`config.mk`:
```
export PLATFORM = sky130hd
export DESIGN_NAME = sdf_voxel_brick_sampler_unit_flat
export DESIGN_NICKNAME = d
export VERILOG_FILES = /design/src/rtl/svbs_pkg.sv /design/src/rtl/svbs_voxel_if.sv /design/src/rtl/svbs_sample_if.sv /design/src/rtl/sdf_voxel_brick_sampler_unit.sv /design/src/rtl/svbs_isqrt.sv /design/src/flat_wrapper.sv
export SDC_FILE = /design/constraint.sdc
export NUM_CORES = 2
export LEC_CHECK = 0
export CORE_MARGIN = 1
export CORE_UTILIZATION = 60
export CTS_CLUSTER_SIZE = 8
export DETAILED_ROUTE_END_ITERATION = 8
export DONT_BUFFER_PORTS = 1
export PLACE_DENSITY = 0.78
export SYNTH_ARGS = -nofsm -noshare
export SYNTH_HDL_FRONTEND = slang
export SYNTH_SLANG_ARGS = --single-unit
```
`constraint.sdc`:
```
create_clock -name i_clk -period 14.81 [get_ports i_clk]
set_clock_uncertainty 0.2 [all_clocks]
set_input_delay 0.7405 -clock i_clk [delete_from_list [all_inputs] [get_ports i_clk]]
set_output_delay 0.7405 -clock i_clk [all_outputs]
set_load 0.1 [all_outputs]
```
`src/rtl/svbs_pkg.sv`:
```
// Shared types, codes and constants of the SDF voxel brick sampler.
package svbs_pkg;

    localparam int VOX_W     = 10;
    localparam int VSIZE_W   = 21;
    localparam int GDIM_W    = 11;
    localparam int DIST_W    = 27;
    localparam int CFG_W     = 21;
    localparam int CFG_IDX_W = 2;

    localparam logic [GDIM_W-1:0]  MAX_GRID_DIMS  = 11'd1024;
    localparam logic [VSIZE_W-1:0] VSIZE_RESET    = 21'd65536;
    localparam logic [GDIM_W-1:0]  GDIM_RESET     = 11'd128;
    localparam logic signed [33:0] BG_Q16         = 34'sd65536000;
    // ceil(2^26 / 5): x*R >> 26 is x / 5 and x*R >> 27 is x / 10 for x below 2^26
    localparam logic [23:0]        RECIP_DIV5         = 24'd13421773;
    localparam int                 RECIP_SHIFT_SPHERE = 26;
    localparam int                 RECIP_SHIFT_BOX    = 27;
    localparam logic [4:0]         ROOT_LAST_STEP = 5'd31;

    typedef enum logic [CFG_IDX_W-1:0] {
        CFG_SHAPE = 2'd0,
        CFG_VSIZE = 2'd1,
        CFG_GDIM  = 2'd2
    } t_cfg_idx;

    typedef enum logic {
        SHAPE_SPHERE = 1'b0,
        SHAPE_BOX    = 1'b1
    } t_shape;

    typedef enum logic [2:0] {
        S_IDLE,
        S_AXIS,
        S_EXT,
        S_SQ,
        S_ROOT,
        S_FIN
    } t_state;

    typedef struct packed {
        logic [VOX_W-1:0] voxel_x;
        logic [VOX_W-1:0] voxel_y;
        logic [VOX_W-1:0] voxel_z;
        logic             brick_last;
    } t_voxel;

    typedef struct packed {
        logic signed [DIST_W-1:0] distance_q16;
        logic                     brick_end;
        logic                     brick_active;
    } t_sample;

endpackage

```
`src/rtl/svbs_voxel_if.sv`:
```
// Voxel index channel: valid, ready and one voxel item.
interface svbs_voxel_if;
    logic                valid;
    logic                ready;
    svbs_pkg::t_voxel    data;

    modport source (output valid, output data, input ready);
    modport sink   (input valid, input data, output ready);
endinterface

```
`src/rtl/svbs_sample_if.sv`:
```
// Distance sample channel: valid, ready and one sample item.
interface svbs_sample_if;
    logic                valid;
    logic                ready;
    svbs_pkg::t_sample   data;

    modport source (output valid, output data, input ready);
    modport sink   (input valid, input data, output ready);
endinterface

```
`src/rtl/sdf_voxel_brick_sampler_unit.sv`:
```
// Top level of the SDF voxel brick sampler: sequencer, shared multiplier, square root.
//
//   channel   dir   handshake          payload
//   i_vox     in    valid / ready      voxel_x, voxel_y, voxel_z, brick_last
//   o_smp     out   valid / ready      distance_q16, brick_end, brick_active
//   i_cfg_*   in    write enable only  index 0..2, 21-bit data
//
// The block takes one item at a time; it is ready again once the sample of the last
// item is in the output register. The axis, radius or half-extent and square steps
// share one multiplier and come before the 32-step square root. Reset clears the
// registers to sphere, 1 mm voxels and 128 voxels per axis. A stalled sample holds
// in the output register; the block still takes the next item and waits before its
// own result if the earlier one is still not taken.
module sdf_voxel_brick_sampler_unit (
    input  logic                                i_clk,
    input  logic                                i_rst_n,
    svbs_voxel_if.sink                          i_vox,
    svbs_sample_if.source                       o_smp,
    input  logic                                i_cfg_we,
    input  logic [svbs_pkg::CFG_IDX_W-1:0]      i_cfg_idx,
    input  logic [svbs_pkg::CFG_W-1:0]          i_cfg_data
);

    // configuration
    logic                              r_shape;
    logic [svbs_pkg::VSIZE_W-1:0]      r_vsize;
    logic [svbs_pkg::GDIM_W-1:0]       r_gdim;

    // sequencer
    svbs_pkg::t_state                  r_state;
    svbs_pkg::t_state                  n_state;
    logic [5:0]                        r_cnt;
    logic [5:0]                        n_cnt;

    // datapath
    svbs_pkg::t_voxel                  r_vox;
    logic [30:0]                       r_a [3];
    logic [30:0]                       r_dq;
    logic [9:0]                        r_qn;
    logic [24:0]                       r_part;
    logic [63:0]                       r_prod;
    logic [63:0]                       r_sum;
    logic signed [31:0]                r_qmax;
    logic                              r_saw;

    // output register
    logic                              r_ovalid;
    svbs_pkg::t_sample                 r_out;

    logic                              vox_xfer;
    logic                              out_free;
    logic [svbs_pkg::GDIM_W-1:0]       grid_n;
    logic [svbs_pkg::VOX_W-1:0]        idx_sel;
    logic signed [12:0]                k_off;
    logic [10:0]                       k_mag;
    logic [11:0]                       n_scaled;
    logic [12:0]                       qn_x5;
    logic [12:0]                       qn_xd;
    logic [12:0]                       rn_full;
    logic [3:0]                        rn;
    logic [30:0]                       a_sel;
    logic [30:0]                       half_q;
    logic signed [31:0]                q_off;
    logic [30:0]                       sq_op;
    logic [31:0]                       mul_a;
    logic [31:0]                       mul_b;
    logic [63:0]                       mul_p;
    logic [63:0]                       recip_q;
    logic                              root_start;
    logic                              root_done;
    logic [31:0]                       root_len;
    logic signed [33:0]                dist_raw;
    logic signed [33:0]                dist_sat;
    logic signed [31:0]                q_neg;
    logic                              fg;

    svbs_isqrt u_isqrt (
        .i_clk      (i_clk),
        .i_rst_n    (i_rst_n),
        .i_start    (root_start),
        .i_radicand (r_sum),
        .o_done     (root_done),
        .o_root     (root_len)
    );

    assign i_vox.ready = (r_state == svbs_pkg::S_IDLE);
    assign vox_xfer    = i_vox.valid && i_vox.ready;
    assign out_free    = !r_ovalid || o_smp.ready;
    assign o_smp.valid = r_ovalid;
    assign o_smp.data  = r_out;
    assign root_start  = (r_state == svbs_pkg::S_ROOT) && (r_cnt == 6'd0);

    // operand selection for the shared multiplier
    always_comb begin
        grid_n = (r_gdim > svbs_pkg::MAX_GRID_DIMS) ? svbs_pkg::MAX_GRID_DIMS : r_gdim;

        case (r_cnt[1:0])
            2'd0:    idx_sel = r_vox.voxel_x;
            2'd1:    idx_sel = r_vox.voxel_y;
            default: idx_sel = r_vox.voxel_z;
        endcase
        case (r_cnt[1:0])
            2'd0:    a_sel = r_a[0];
            2'd1:    a_sel = r_a[1];
            default: a_sel = r_a[2];
        endcase

        // doubled offset from the centre: 2*index + 1 - n
        k_off = $signed({2'b00, idx_sel, 1'b1}) - $signed({2'b00, grid_n});
        k_mag = k_off[12] ? 11'(-k_off) : k_off[10:0];

        // 2n for the radius, 3n for the half-extent
        n_scaled = (r_shape == svbs_pkg::SHAPE_BOX)
                 ? ({1'b0, grid_n} + {grid_n, 1'b0}) : {grid_n, 1'b0};

        // split n_scaled = d*qn + rn, d = 5 for the radius and 10 for the half-extent
        qn_x5   = {1'b0, r_qn, 2'b00} + {3'b000, r_qn};
        qn_xd   = (r_shape == svbs_pkg::SHAPE_BOX) ? {qn_x5[11:0], 1'b0} : qn_x5;
        rn_full = {1'b0, n_scaled} - qn_xd;
        rn      = rn_full[3:0];

        half_q = r_dq;
        q_off  = $signed({1'b0, a_sel}) - $signed({1'b0, half_q});
        if (r_shape == svbs_pkg::SHAPE_BOX) begin
            sq_op = (!q_off[31] && (q_off != 32'sd0)) ? q_off[30:0] : '0;
        end else begin
            sq_op = a_sel;
        end

        mul_a = '0;
        mul_b = '0;
        case (r_state)
            svbs_pkg::S_AXIS: begin
                mul_a = {11'd0, r_vsize};
                mul_b = {21'd0, k_mag};
            end
            svbs_pkg::S_EXT: begin
                // vs * d*qn is exact; only vs * rn needs the reciprocal
                case (r_cnt[1:0])
                    2'd0: begin
                        mul_a = {20'd0, n_scaled};
                        mul_b = {8'd0, svbs_pkg::RECIP_DIV5};
                    end
                    2'd1: begin
                        mul_a = {11'd0, r_vsize};
                        mul_b = {22'd0, r_qn};
                    end
                    2'd2: begin
                        mul_a = {11'd0, r_vsize};
                        mul_b = {28'd0, rn};
                    end
                    default: begin
                        mul_a = {7'd0, r_part};
                        mul_b = {8'd0, svbs_pkg::RECIP_DIV5};
                    end
                endcase
            end
            svbs_pkg::S_SQ: begin
                mul_a = {1'b0, sq_op};
                mul_b = {1'b0, sq_op};
            end
            default: begin
                mul_a = '0;
                mul_b = '0;
            end
        endcase
        mul_p = mul_a * mul_b;

        recip_q = (r_shape == svbs_pkg::SHAPE_BOX) ? (mul_p >> svbs_pkg::RECIP_SHIFT_BOX)
                                                   : (mul_p >> svbs_pkg::RECIP_SHIFT_SPHERE);

        // final distance and saturation
        q_neg = r_qmax[31] ? r_qmax : 32'sd0;
        if (r_shape == svbs_pkg::SHAPE_BOX) begin
            dist_raw = $signed({2'b00, root_len}) + 34'(q_neg);
        end else begin
            dist_raw = $signed({2'b00, root_len}) - $signed({3'b000, r_dq});
        end
        if (dist_raw > svbs_pkg::BG_Q16) begin
            dist_sat = svbs_pkg::BG_Q16;
        end else if (dist_raw < -svbs_pkg::BG_Q16) begin
            dist_sat = -svbs_pkg::BG_Q16;
        end else begin
            dist_sat = dist_raw;
        end
        fg = (dist_sat != svbs_pkg::BG_Q16);
    end

    // next state
    always_comb begin
        n_state = r_state;
        unique case (r_state)
            svbs_pkg::S_IDLE: if (vox_xfer) n_state = svbs_pkg::S_AXIS;
            svbs_pkg::S_AXIS: if (r_cnt == 6'd2) n_state = svbs_pkg::S_EXT;
            svbs_pkg::S_EXT:  if (r_cnt == 6'd3) n_state = svbs_pkg::S_SQ;
            svbs_pkg::S_SQ:   if (r_cnt == 6'd3) n_state = svbs_pkg::S_ROOT;
            svbs_pkg::S_ROOT: if (root_done) n_state = svbs_pkg::S_FIN;
            svbs_pkg::S_FIN:  if (out_free) n_state = svbs_pkg::S_IDLE;
            default:          n_state = svbs_pkg::S_IDLE;
        endcase

        if (n_state != r_state) begin
            n_cnt = '0;
        end else if (r_state == svbs_pkg::S_ROOT) begin
            n_cnt = 6'd1;
        end else begin
            n_cnt = r_cnt + 6'd1;
        end
    end

    always_ff @(posedge i_clk) begin
        if (!i_rst_n) begin
            r_state  <= svbs_pkg::S_IDLE;
            r_cnt    <= '0;
            r_ovalid <= 1'b0;
            r_saw    <= 1'b0;
            r_shape  <= svbs_pkg::SHAPE_SPHERE;
            r_vsize  <= svbs_pkg::VSIZE_RESET;
            r_gdim   <= svbs_pkg::GDIM_RESET;
        end else begin
            r_state <= n_state;
            r_cnt   <= n_cnt;

            if (i_cfg_we) begin
                unique case (i_cfg_idx)
                    svbs_pkg::CFG_SHAPE: r_shape <= i_cfg_data[0];
                    svbs_pkg::CFG_VSIZE: r_vsize <= i_cfg_data[svbs_pkg::VSIZE_W-1:0];
                    svbs_pkg::CFG_GDIM:  r_gdim  <= i_cfg_data[svbs_pkg::GDIM_W-1:0];
                    default: ;
                endcase
            end

            if (r_state == svbs_pkg::S_FIN && out_free) begin
                r_ovalid <= 1'b1;
                r_saw    <= r_vox.brick_last ? 1'b0 : (r_saw | fg);
            end else if (o_smp.ready) begin
                r_ovalid <= 1'b0;
            end
        end
    end

    always_ff @(posedge i_clk) begin
        case (r_state)
            svbs_pkg::S_IDLE: begin
                if (vox_xfer) r_vox <= i_vox.data;
            end
            svbs_pkg::S_AXIS: begin
                r_a[r_cnt[1:0]] <= mul_p[31:1];
            end
            svbs_pkg::S_EXT: begin
                case (r_cnt[1:0])
                    2'd0:    r_qn   <= recip_q[9:0];
                    2'd1:    r_dq   <= mul_p[30:0];
                    2'd2:    r_part <= mul_p[24:0];
                    default: r_dq   <= r_dq + recip_q[30:0];
                endcase
            end
            svbs_pkg::S_SQ: begin
                // product of one axis, accumulate the one before
                r_prod <= mul_p;
                r_sum  <= (r_cnt == 6'd0) ? 64'd0 : (r_sum + r_prod);
                if (r_cnt == 6'd0) begin
                    r_qmax <= q_off;
                end else if (r_cnt != 6'd3 && q_off > r_qmax) begin
                    r_qmax <= q_off;
                end
            end
            svbs_pkg::S_FIN: begin
                if (out_free) begin
                    r_out.distance_q16 <= dist_sat[svbs_pkg::DIST_W-1:0];
                    r_out.brick_end    <= r_vox.brick_last;
                    r_out.brick_active <= r_vox.brick_last & (r_saw | fg);
                end
            end
            default: ;
        endcase
    end

endmodule

```
`src/rtl/svbs_isqrt.sv`:
```
// Iterative integer square root of a 64-bit value, one result bit per cycle.
module svbs_isqrt (
    input  logic        i_clk,
    input  logic        i_rst_n,
    input  logic        i_start,
    input  logic [63:0] i_radicand,
    output logic        o_done,
    output logic [31:0] o_root
);

    logic        r_busy;
    logic        r_done;
    logic [4:0]  r_cnt;
    logic [63:0] r_v;
    logic [63:0] r_r;
    logic [63:0] r_bit;
    logic [63:0] n_trial;
    logic        n_take;

    always_comb begin
        n_trial = r_r + r_bit;
        n_take  = (r_v >= n_trial);
    end

    always_ff @(posedge i_clk) begin
        if (!i_rst_n) begin
            r_busy <= 1'b0;
            r_done <= 1'b0;
            r_cnt  <= '0;
        end else begin
            r_done <= r_busy && (r_cnt == svbs_pkg::ROOT_LAST_STEP);
            if (i_start) begin
                r_busy <= 1'b1;
                r_cnt  <= '0;
            end else if (r_busy) begin
                r_cnt <= r_cnt + 5'd1;
                if (r_cnt == svbs_pkg::ROOT_LAST_STEP) begin
                    r_busy <= 1'b0;
                end
            end
        end
    end

    always_ff @(posedge i_clk) begin
        if (i_start) begin
            r_v   <= i_radicand;
            r_r   <= '0;
            r_bit <= 64'h4000_0000_0000_0000;
        end else if (r_busy) begin
            if (n_take) begin
                r_v <= r_v - n_trial;
                r_r <= (r_r >> 1) + r_bit;
            end else begin
                r_r <= r_r >> 1;
            end
            r_bit <= r_bit >> 2;
        end
    end

    assign o_done = r_done;
    assign o_root = r_r[31:0];

endmodule

```
`src/flat_wrapper.sv`:
```
// flat-port wrapper written by rule: the top's interface ports become plain ports
module sdf_voxel_brick_sampler_unit_flat 
  (i_clk, i_rst_n, i_cfg_we, i_cfg_idx, i_cfg_data, i_vox_valid, i_vox_data, i_vox_ready, o_smp_valid, o_smp_data, o_smp_ready);
  svbs_voxel_if i_vox_i ();
  svbs_sample_if o_smp_i ();
  input  logic i_clk;
  input  logic i_rst_n;
  input  logic i_cfg_we;
  input  logic [svbs_pkg::CFG_IDX_W-1:0] i_cfg_idx;
  input  logic [svbs_pkg::CFG_W-1:0] i_cfg_data;
  input wire logic [$bits(i_vox_i.valid)-1:0] i_vox_valid;
  input wire logic [$bits(i_vox_i.data)-1:0] i_vox_data;
  output wire logic [$bits(i_vox_i.ready)-1:0] i_vox_ready;
  output wire logic [$bits(o_smp_i.valid)-1:0] o_smp_valid;
  output wire logic [$bits(o_smp_i.data)-1:0] o_smp_data;
  input wire logic [$bits(o_smp_i.ready)-1:0] o_smp_ready;
  assign i_vox_i.valid = i_vox_valid;
  assign i_vox_i.data = i_vox_data;
  assign i_vox_ready = i_vox_i.ready;
  assign o_smp_valid = o_smp_i.valid;
  assign o_smp_data = o_smp_i.data;
  assign o_smp_i.ready = o_smp_ready;
  sdf_voxel_brick_sampler_unit u_core (.i_clk(i_clk), .i_rst_n(i_rst_n), .i_vox(i_vox_i), .o_smp(o_smp_i), .i_cfg_we(i_cfg_we), .i_cfg_idx(i_cfg_idx), .i_cfg_data(i_cfg_data));
endmodule
```
==> results.ini <==
[logic_synthesis]
syn_nets = 10100
synthArstFlopShare_pct = 0
ys_top_cells_by_count = inv_1 (1,126), nor2_1 (1,023), fa_1 (839)
ys_types = 103
netlist.area_leader.share_pct = 22.4
ys_ff_latch = 590
yosys.cell_count.top_type = inv_1
syn_area_um2 = 75000
synthFlopType = edfxtp_1
synth.largest_area_cell = fa_1
synth_top_cells_by_area = fa_1 (22%), edfxtp_1 (18%), ha_1 (11%)
synth_edf_count = 443
avgSynthCellArea_um2 = 8.83
netlist_instances = 8493
yosys_warnings = 0
yosysSeqAreaShare_pct = 21.7

[clock_network]
h-tree-depth = 3
clk_path_buf_depth = 3
clk_latency_ns = 0.73
clockRootBuffer = clkbuf_16
cts.sinks = 590
clk_pin_slew_ns = 0.06
numCtsBuffers = 84
cts_tree = yes

[die]
die_h_um = 355
core_area_um2 = 124000
num_rows = 129
ios = 90
die_area_um2 = 126000
start_util_pct = 60.6
die_x_um = 355

[grt]
track_usage_pct = 37.6
busiest_layer = met2
grt_pass1_vias = 63600
grt_max_degree = 86
grt_use_met3_pct = 7.42
grt_pass1_wl_um = 365000
grt_overflow_total = 0
antenna_found_initial = 5
gr-usage-met1_pct = 49.7
gr-usage-met2_pct = 60.1

[setup_path]
startpoint_type = flop
cpMostUsedCell = buf_4
critPathKind = reg -> reg
crit_arrival_ns = 14.56
max_stage_delay_ns = 0.57
cp-end-kind = flop
critical_path.max_fanout = 15
crit_slowest_cell = fa_1
reg2reg_from = u_core.r_cnt[0]$_SDFF_PP0_
cp-startpoint = u_core.r_cnt[0]$_SDFF_PP0_
required_ns = 15.03

[pwr]
power_leakage_nw = 36.6
ir_drop_mv = 0.0993
p_per_area_nw_per_um2 = 77.5

[sta]
timing.setup.tns_ns = 0
slew_viol_final = 0
timing.fmax_mhz = 69.7
hold_ws_ns = 0.0277
tightest_slew_ns = 1.37
slew_headroom_pct = 7.90
setup_viol = 0
finalCritPeriodShare_pct = 96.8
finalCriticalPeriod_ns = 14.34
hold_viol = 0

[placement]
dpl_cell_area_um2 = 79100
place_hpwl_um = 189000
port_buffers = 0
dp.cells = 10200
gp_congestion = 1.01

[cells_and_area]
drive_gt1_share_pct = 9.23
fin_area_um2 = 82800
area_growth_syn_to_layout_pct = 10.4
fin_nets = 10300
postLayoutCoreUtil_pct = 66.9
fin_cells = 10400

[run_status]
status = finished, violations left
violations = DRC

[route]
drcViolationCount = 38
avgViaCountPerCell = 6.21
vias = 64500
drt_pass1_iterations = 9
wl_um = 240000
detail_route.wl_per_cell_um = 23.1
drt_iter0_markers = 6582
ant_nets = 0

[job]
cap_violations = 0

[worst_hold_path]
min_from = i_cfg_data[8]
hold_class = in -> reg

path summary, 6_finish.rpt:
kind         depth (start not counted)                              to  slack (ns)
max                                 60     u_core.half_q[28]$_DFFE_PP_        0.47
min                                  2  u_core.r_vsize[8]$_SDFFE_PN0P_        0.03
max reg2reg                         60     u_core.half_q[28]$_DFFE_PP_        0.47
min reg2reg                          2       u_core.r_saw$_SDFFE_PN0P_        0.27
state kept, by name (all words and copies together), names as in the netlist, 10 cells and up:
name and flops:
u_core.u_isqrt.r_r 64, u_core.o_smp.data 29, u_core.r_gdim 11, u_core.half_q 31, u_core.r_vox 31, u_core.r_prod 64
u_core.r_vsize 21, u_core.r_part 25, u_core.r_qmax 32, u_core.u_isqrt.r_v 64, u_core.r_a 93, u_core.r_sum 64
u_core.r_qn 10, u_core.u_isqrt.r_bit 32
per-stage QoR:
step,worst slack (ns),power [mW]
floorplan,0.0124,3.65
global placement,0.00316,4.37
detailed placement,-0.171,4.42
CTS,0.00709,6.30
global route,-0.0750,6.69
finish,0.468,6.42
layer usage:
metal  vias to the layer above  wire, um
met1                     31400     94400
li1                      28900         -
met4                         6     11700
met2                      3523    109000
met5                         -        53
met3                       654     24700
cell families after synthesis:
kind of cell	count (synthesis)	share of synthesized area, %
flip-flops	590	21.7
AND/OR/NAND/NOR	2574	15.5
buffers and inverters	1523	7.81
multiplexers	117	1.61
XOR/XNOR	388	4.53
AO/OA/AOI/OAI	1796	15.3
adder cells (fa/ha/maj)	1505	33.5
layout by cell type (no fill, tap or decap), drive strengths merged, types with 75 or more instances in the layout:
master,Yosys,layout
ha,666,666
buf,115,446
nor2b,93,93
dfxtp,147,147
nand4,85,85
nor2,1034,1034
a21o,187,187
nor3,86,86
fa,839,839
o21bai,75,75
nand3,103,103
a31oi,104,104
mux2i,86,86
edfxtp,443,443
o21ai,389,389
nand2b,145,145
and3,89,89
a21oi,539,539
xnor2,215,215
clkbuf,275,134
a211oi,83,83
inv,1128,1130
nand2,720,720
xor2,173,173
critical path, delay by kind of cell, from the launching register on:
kind,cells,cell delay [ns]
DFF,1,0.33
AOI/OAI and AO/OA,22,4.56
and+or+nand+nor,10,1.67
buffers and inverters,13,1.64
xor gates and xnor gates,2,0.32
adders and majority gates,13,5.31
cell type report:
type                    count  area, um^2
flip-flops and latches    590       16300
inverters                1133        4260
multi-input cells        6380       53500
clock buffers             133        2310
fillers                  9847       41000
diodes                      3        7.51
clock inverters             7         139
repair buffers            497        4240
well taps                1637        2050
power by group:
| part | switching, mW | internal [mW] |
|---|---|---|
| clock network | 0.780 | 1.06 |
| logic | 1.55 | 0.990 |
| registers | 0.126 | 1.91 |
| total | 2.45 | 3.97 |
what timing repair did:
action                                  CTS  global route
pin swaps                                 3            28
endpoints found under the setup margin    4            16
hold buffers                             50             0
gates resized for setup                  13           131
endpoints found under the hold margin    55             0
setup buffers                             3            18
Note: power is estimated with default switching activity, not from simulation.
